## src/design/qxmix_pkg.sv

```systemverilog
// shared constants and types for the quad x motor mixer
package qxmix_pkg;

	localparam int MOTOR_COUNT = 4;
	localparam int VAL_W       = 32;
	localparam int PW_W        = 16;
	localparam int GAIN_W      = 16;
	localparam int SUPPLY_W    = 16;
	localparam int CFG_IDX_W   = 3;
	localparam int PROD_W      = GAIN_W + VAL_W + 1;
	localparam int VOLT_W      = PROD_W + 2;
	localparam int MAG_W       = VOLT_W - 1;
	localparam int DIV_STEPS   = 4;

	localparam logic [GAIN_W-1:0] THRUST_GAIN_RST = 16'd646;
	localparam logic [GAIN_W-1:0] TILT_GAIN_RST   = 16'd3383;
	localparam logic [GAIN_W-1:0] YAW_GAIN_RST    = 16'd12916;
	localparam logic [PW_W-1:0]   PWM_MIN_RST     = 16'd1000;
	localparam logic [PW_W-1:0]   PWM_MAX_RST     = 16'd2000;

	typedef enum logic [1:0] {
		ACT_WRENCH   = 2'd0,
		ACT_VOLTS    = 2'd1,
		ACT_FRACTION = 2'd2,
		ACT_RAW      = 2'd3
	} action_t;

	typedef enum logic [CFG_IDX_W-1:0] {
		REG_THRUST_GAIN = 3'd0,
		REG_TILT_GAIN   = 3'd1,
		REG_YAW_GAIN    = 3'd2,
		REG_PWM_MIN     = 3'd3,
		REG_PWM_MAX     = 3'd4
	} cfg_reg_t;

	typedef struct packed {
		logic                                is_raw;
		logic [MOTOR_COUNT-1:0]              sign;
		logic [MOTOR_COUNT-1:0]              raw_clip;
		logic [MOTOR_COUNT-1:0][PW_W-1:0]    raw_w;
	} side_t;

endpackage

```

## src/design/qxmix_div.sv

```systemverilog
// pipelined restoring divider lane, DIV_STEPS (four) quotient bits per stage
module qxmix_div #(
	parameter int QBITS = 18
) (
	input  logic                              clk,
	input  logic                              adv,
	input  logic [qxmix_pkg::SUPPLY_W-1:0]    rem_init,
	input  logic [QBITS-1:0]                  bits,
	input  logic [qxmix_pkg::SUPPLY_W-1:0]    divisor,
	input  logic                              ovf,
	output logic [QBITS-1:0]                  quot
);
	import qxmix_pkg::*;

	localparam int NST = (QBITS + DIV_STEPS - 1) / DIV_STEPS;

	logic [SUPPLY_W-1:0] rem_s [NST];
	logic [QBITS-1:0]    sh_s  [NST];
	logic [SUPPLY_W-1:0] dvs_s [NST];
	logic                ovf_s [NST];

	genvar k;
	for (k = 0; k < NST; k++) begin : g_stage
		logic [SUPPLY_W-1:0] rem_p;
		logic [SUPPLY_W-1:0] rem_c;
		logic [SUPPLY_W-1:0] dvs_p;
		logic [QBITS-1:0]    sh_p;
		logic [QBITS-1:0]    sh_c;
		logic                ovf_p;
		logic [SUPPLY_W:0]   trial;

		if (k == 0) begin : g_first
			assign rem_p = rem_init;
			assign sh_p  = bits;
			assign dvs_p = divisor;
			assign ovf_p = ovf;
		end else begin : g_next
			assign rem_p = rem_s[k-1];
			assign sh_p  = sh_s[k-1];
			assign dvs_p = dvs_s[k-1];
			assign ovf_p = ovf_s[k-1];
		end

		always_comb begin
			rem_c = rem_p;
			sh_c  = sh_p;
			trial = '0;
			for (int j = 0; j < DIV_STEPS; j++) begin
				if (k * DIV_STEPS + j < QBITS) begin
					trial = {rem_c, sh_c[QBITS-1]};
					if (trial >= {1'b0, dvs_p}) begin
						rem_c = SUPPLY_W'(trial - {1'b0, dvs_p});
						sh_c  = {sh_c[QBITS-2:0], 1'b1};
					end else begin
						rem_c = trial[SUPPLY_W-1:0];
						sh_c  = {sh_c[QBITS-2:0], 1'b0};
					end
				end
			end
		end

		always_ff @(posedge clk) begin
			if (adv) begin
				rem_s[k] <= rem_c;
				sh_s[k]  <= sh_c;
				dvs_s[k] <= dvs_p;
				ovf_s[k] <= ovf_p;
			end
		end
	end

	// fractions beyond two are pinned to two
	assign quot = ovf_s[NST-1] ? {1'b1, {(QBITS-1){1'b0}}} : sh_s[NST-1];

endmodule

```

## config.mk

```make
export PLATFORM = sky130hd
export DESIGN_NAME = qxmix_div
export DESIGN_NICKNAME = d
export VERILOG_FILES = /design/src/design/qxmix_pkg.sv /design/src/design/qxmix_div.sv
export SDC_FILE = /design/constraint.sdc
export NUM_CORES = 1
export LEC_CHECK = 0
export BUFFER_PORTS_ARGS = -buffer_cell sky130_fd_sc_hd__buf_2
export CAP_MARGIN = 20
export CORE_MARGIN = 3
export CORE_UTILIZATION = 45
export DETAILED_ROUTE_END_ITERATION = 10
export GPL_ROUTABILITY_DRIVEN = 0
export HOLD_SLACK_MARGIN = 0.06
export SLEW_MARGIN = 20
export SYNTH_ARGS = -nofsm -noshare
export SYNTH_HDL_FRONTEND = slang
export SYNTH_SLANG_ARGS = --single-unit
```

## constraint.sdc

```tcl
create_clock -name clk -period 10.96 [get_ports clk]
set_input_delay 1.644 -clock clk [delete_from_list [all_inputs] [get_ports clk]]
set_output_delay 1.644 -clock clk [all_outputs]
set_load 0.005 [all_outputs]
```

==> results.md <==
- Status: finished clean
- Drt drc: 0
- Final #Nets: 3043
- Post-synth EDFFs: 223
- Crit Path Class: reg -> reg
- IO Pins: 71
- Largest net degree at the start of global routing: 80
- Ant. Diodes: 0
- Slew Viols, Final: 0
- Synth unique cells: 90
- Synth-to-Final Area Change: 13.6%
- Die ar.: 53400 um^2
- CP delay by family, top: compound AO/OA/AOI/OAI gates
- Startpoint types: register
- Post-Synthesis Cells: 2477
- Crit-path slowest cell: edfxtp_1
- H-tree Lvls: 1
- Die W: 231 um
- Min Tclk post-route: 10.35 ns
- Wire per inst: 18.9 um
- First-pass GRT wire length: 101000 um
- Initial Util: 0.461
- Vias per cell: 5.76
- Total gr overflow: 0
- Sequential share of the synthesized area: 0.294
- Synth top area cells: edfxtp_1 (29%), ha_1 (16%), mux2_2 (5.5%)
- Worst hold path type: reg -> reg
- Synth top cells by count: ha_1 (288), edfxtp_1 (223), nand2_1 (208), inv_1 (186), a21oi_1 (184)
- Hold_buf cts: 0
- Final setup violation count: 0
- Ys Warns: 0
- Skew-Pair Late Insertion Delay: 0.57 ns
- Fraction of registers with async set/reset: 0
- DP HPWL: 51300 um
- Syn_nets: 2835
- Clock tree buffer depth: 3
- Hold Vio Cnt, Final: 0
- Sequential Area: 6700 um^2
- Area leader, netlist: edfxtp_1
- Worst Setup End Kind: register
- Yosys top cell area share: 0.294
- Clk root buf: clkbuf_16
- Mapped Area: 22800 um^2
- Critical Path Fanout Max: 14
- Total Routing Usage GR: 0.233
- CTS buffer count: 27
- Mean Syn Cell Area: 9.21 um^2
- Critical Path RT: 11.23 ns
- CP arrival: 10.62 ns
- Post-route ant nets: 0
- Worst-Margin Slew: 1.00 ns
- Die Span Y: 231 um
- Main flop type after synthesis: edfxtp_1
- Pre-antenna DRT Iters: 6
- Fillers: 4619
- CTS tree: built
- Clock Skew: 0.0352 ns
- Layout cell share with drive strength beyond 1: 0.168
- Fin crit share: 0.945
- Most numerous cell in the Yosys netlist: ha_1
- Initial drt markers: 1288
- # rows: 81
- CP max stage delay: 0.49 ns
- Slew HR: 0.331
- Fmax: 96.6 MHz
- Routed WL: 63500 um
- Multi-input logic area: 15200 um^2
- Vias: 19400
- Clk slew on worst S/H paths: 0.07 ns
- Vias in the first global route: 19100
- Antenna violations before repair: 0
- Worst path most repeated cell: a21oi_1
- Port bufs: 70
- Core Area: 49500 um^2
- # clock sinks: 223
- Max-Cap Viols: 0
- TNS Setup: 0 ns
- Flip-flop and latch count after synthesis: 223
- Critical path buffer and inverter count: 8
## logic make-up after synthesis
logic type	synth area share
buffers and inverters	0.0427
flip-flops	0.294
adder cells (fa/ha/maj)	0.173
AND/OR/NAND/NOR	0.149
multiplexers	0.0680
XOR/XNOR	0.0707
AO/OA/AOI/OAI	0.203
## metal layers
layer,part of all wire,GRT usage,wire [um]
met5,0,0,0
met4,0.040,0.0891,2520
met3,0.036,0.0202,2270
met2,0.48,0.411,30700
met1,0.44,0.298,28000
## registers in the layout (all words and copies together) (netlist names)
register and cells:
dvs_s 64, sh_s 90, ovf_s 5, rem_s 64
## worst paths after layout
check	startpoint	end	slack, ns	cells past startpoint
worst max register to register	sh_s[0][17]$_DFFE_PP_	rem_s[0][30]$_DFFE_PP_	0.61	52
worst min-delay path	sh_s[0][9]$_DFFE_PP_	sh_s[0][31]$_DFFE_PP_	0.41	0
worst min register to register	sh_s[0][9]$_DFFE_PP_	sh_s[0][31]$_DFFE_PP_	0.41	0
worst max-delay path	sh_s[0][17]$_DFFE_PP_	rem_s[0][30]$_DFFE_PP_	0.61	52
## area by class of cell
cell class,instances,area share
Inverter,192,0.0279
Timing Repair Buffer,225,0.0598
Tap cell,664,0.0321
Multi-Input combinational cell,2016,0.588
Clock buffer,27,0.0261
Clock inverter,21,0.00734
Sequential cell,223,0.259
## layout by cell type (no fill, tap or decap), types with 70 or more instances in the layout
cell / n
inv_1: 185
o21ai_0: 149
a21o_1: 70
nand2_1: 208
mux2_2: 111
a21oi_1: 179
buf_4: 153
edfxtp_1: 223
ha_1: 286
xnor2_1: 128
nor2_1: 138
## what timing repair did
item                       in CTS  in global routing
setup buffers                   0                  3
setup endpoints to repair       0                 51
resized for setup               0                 25
## per-stage QoR
step	setup slack [ns]	util	hold slack [ns]	instance area, um^2	instances
finish	0.606	0.524	0.412	25900	3368
global route	-0.0345	0.524	0.417	25900	3368
CTS	0.115	0.522	0.414	25800	3365
detailed placement	-0.169	0.504	0.405	24900	3317
global placement	0.162	0.504	0.401	24900	3317
floorplan	0.0516	-	0.400	22800	2477
Power is not shown: default switching activity piles up to over one toggle a cycle in this logic, so the estimate is an artifact.
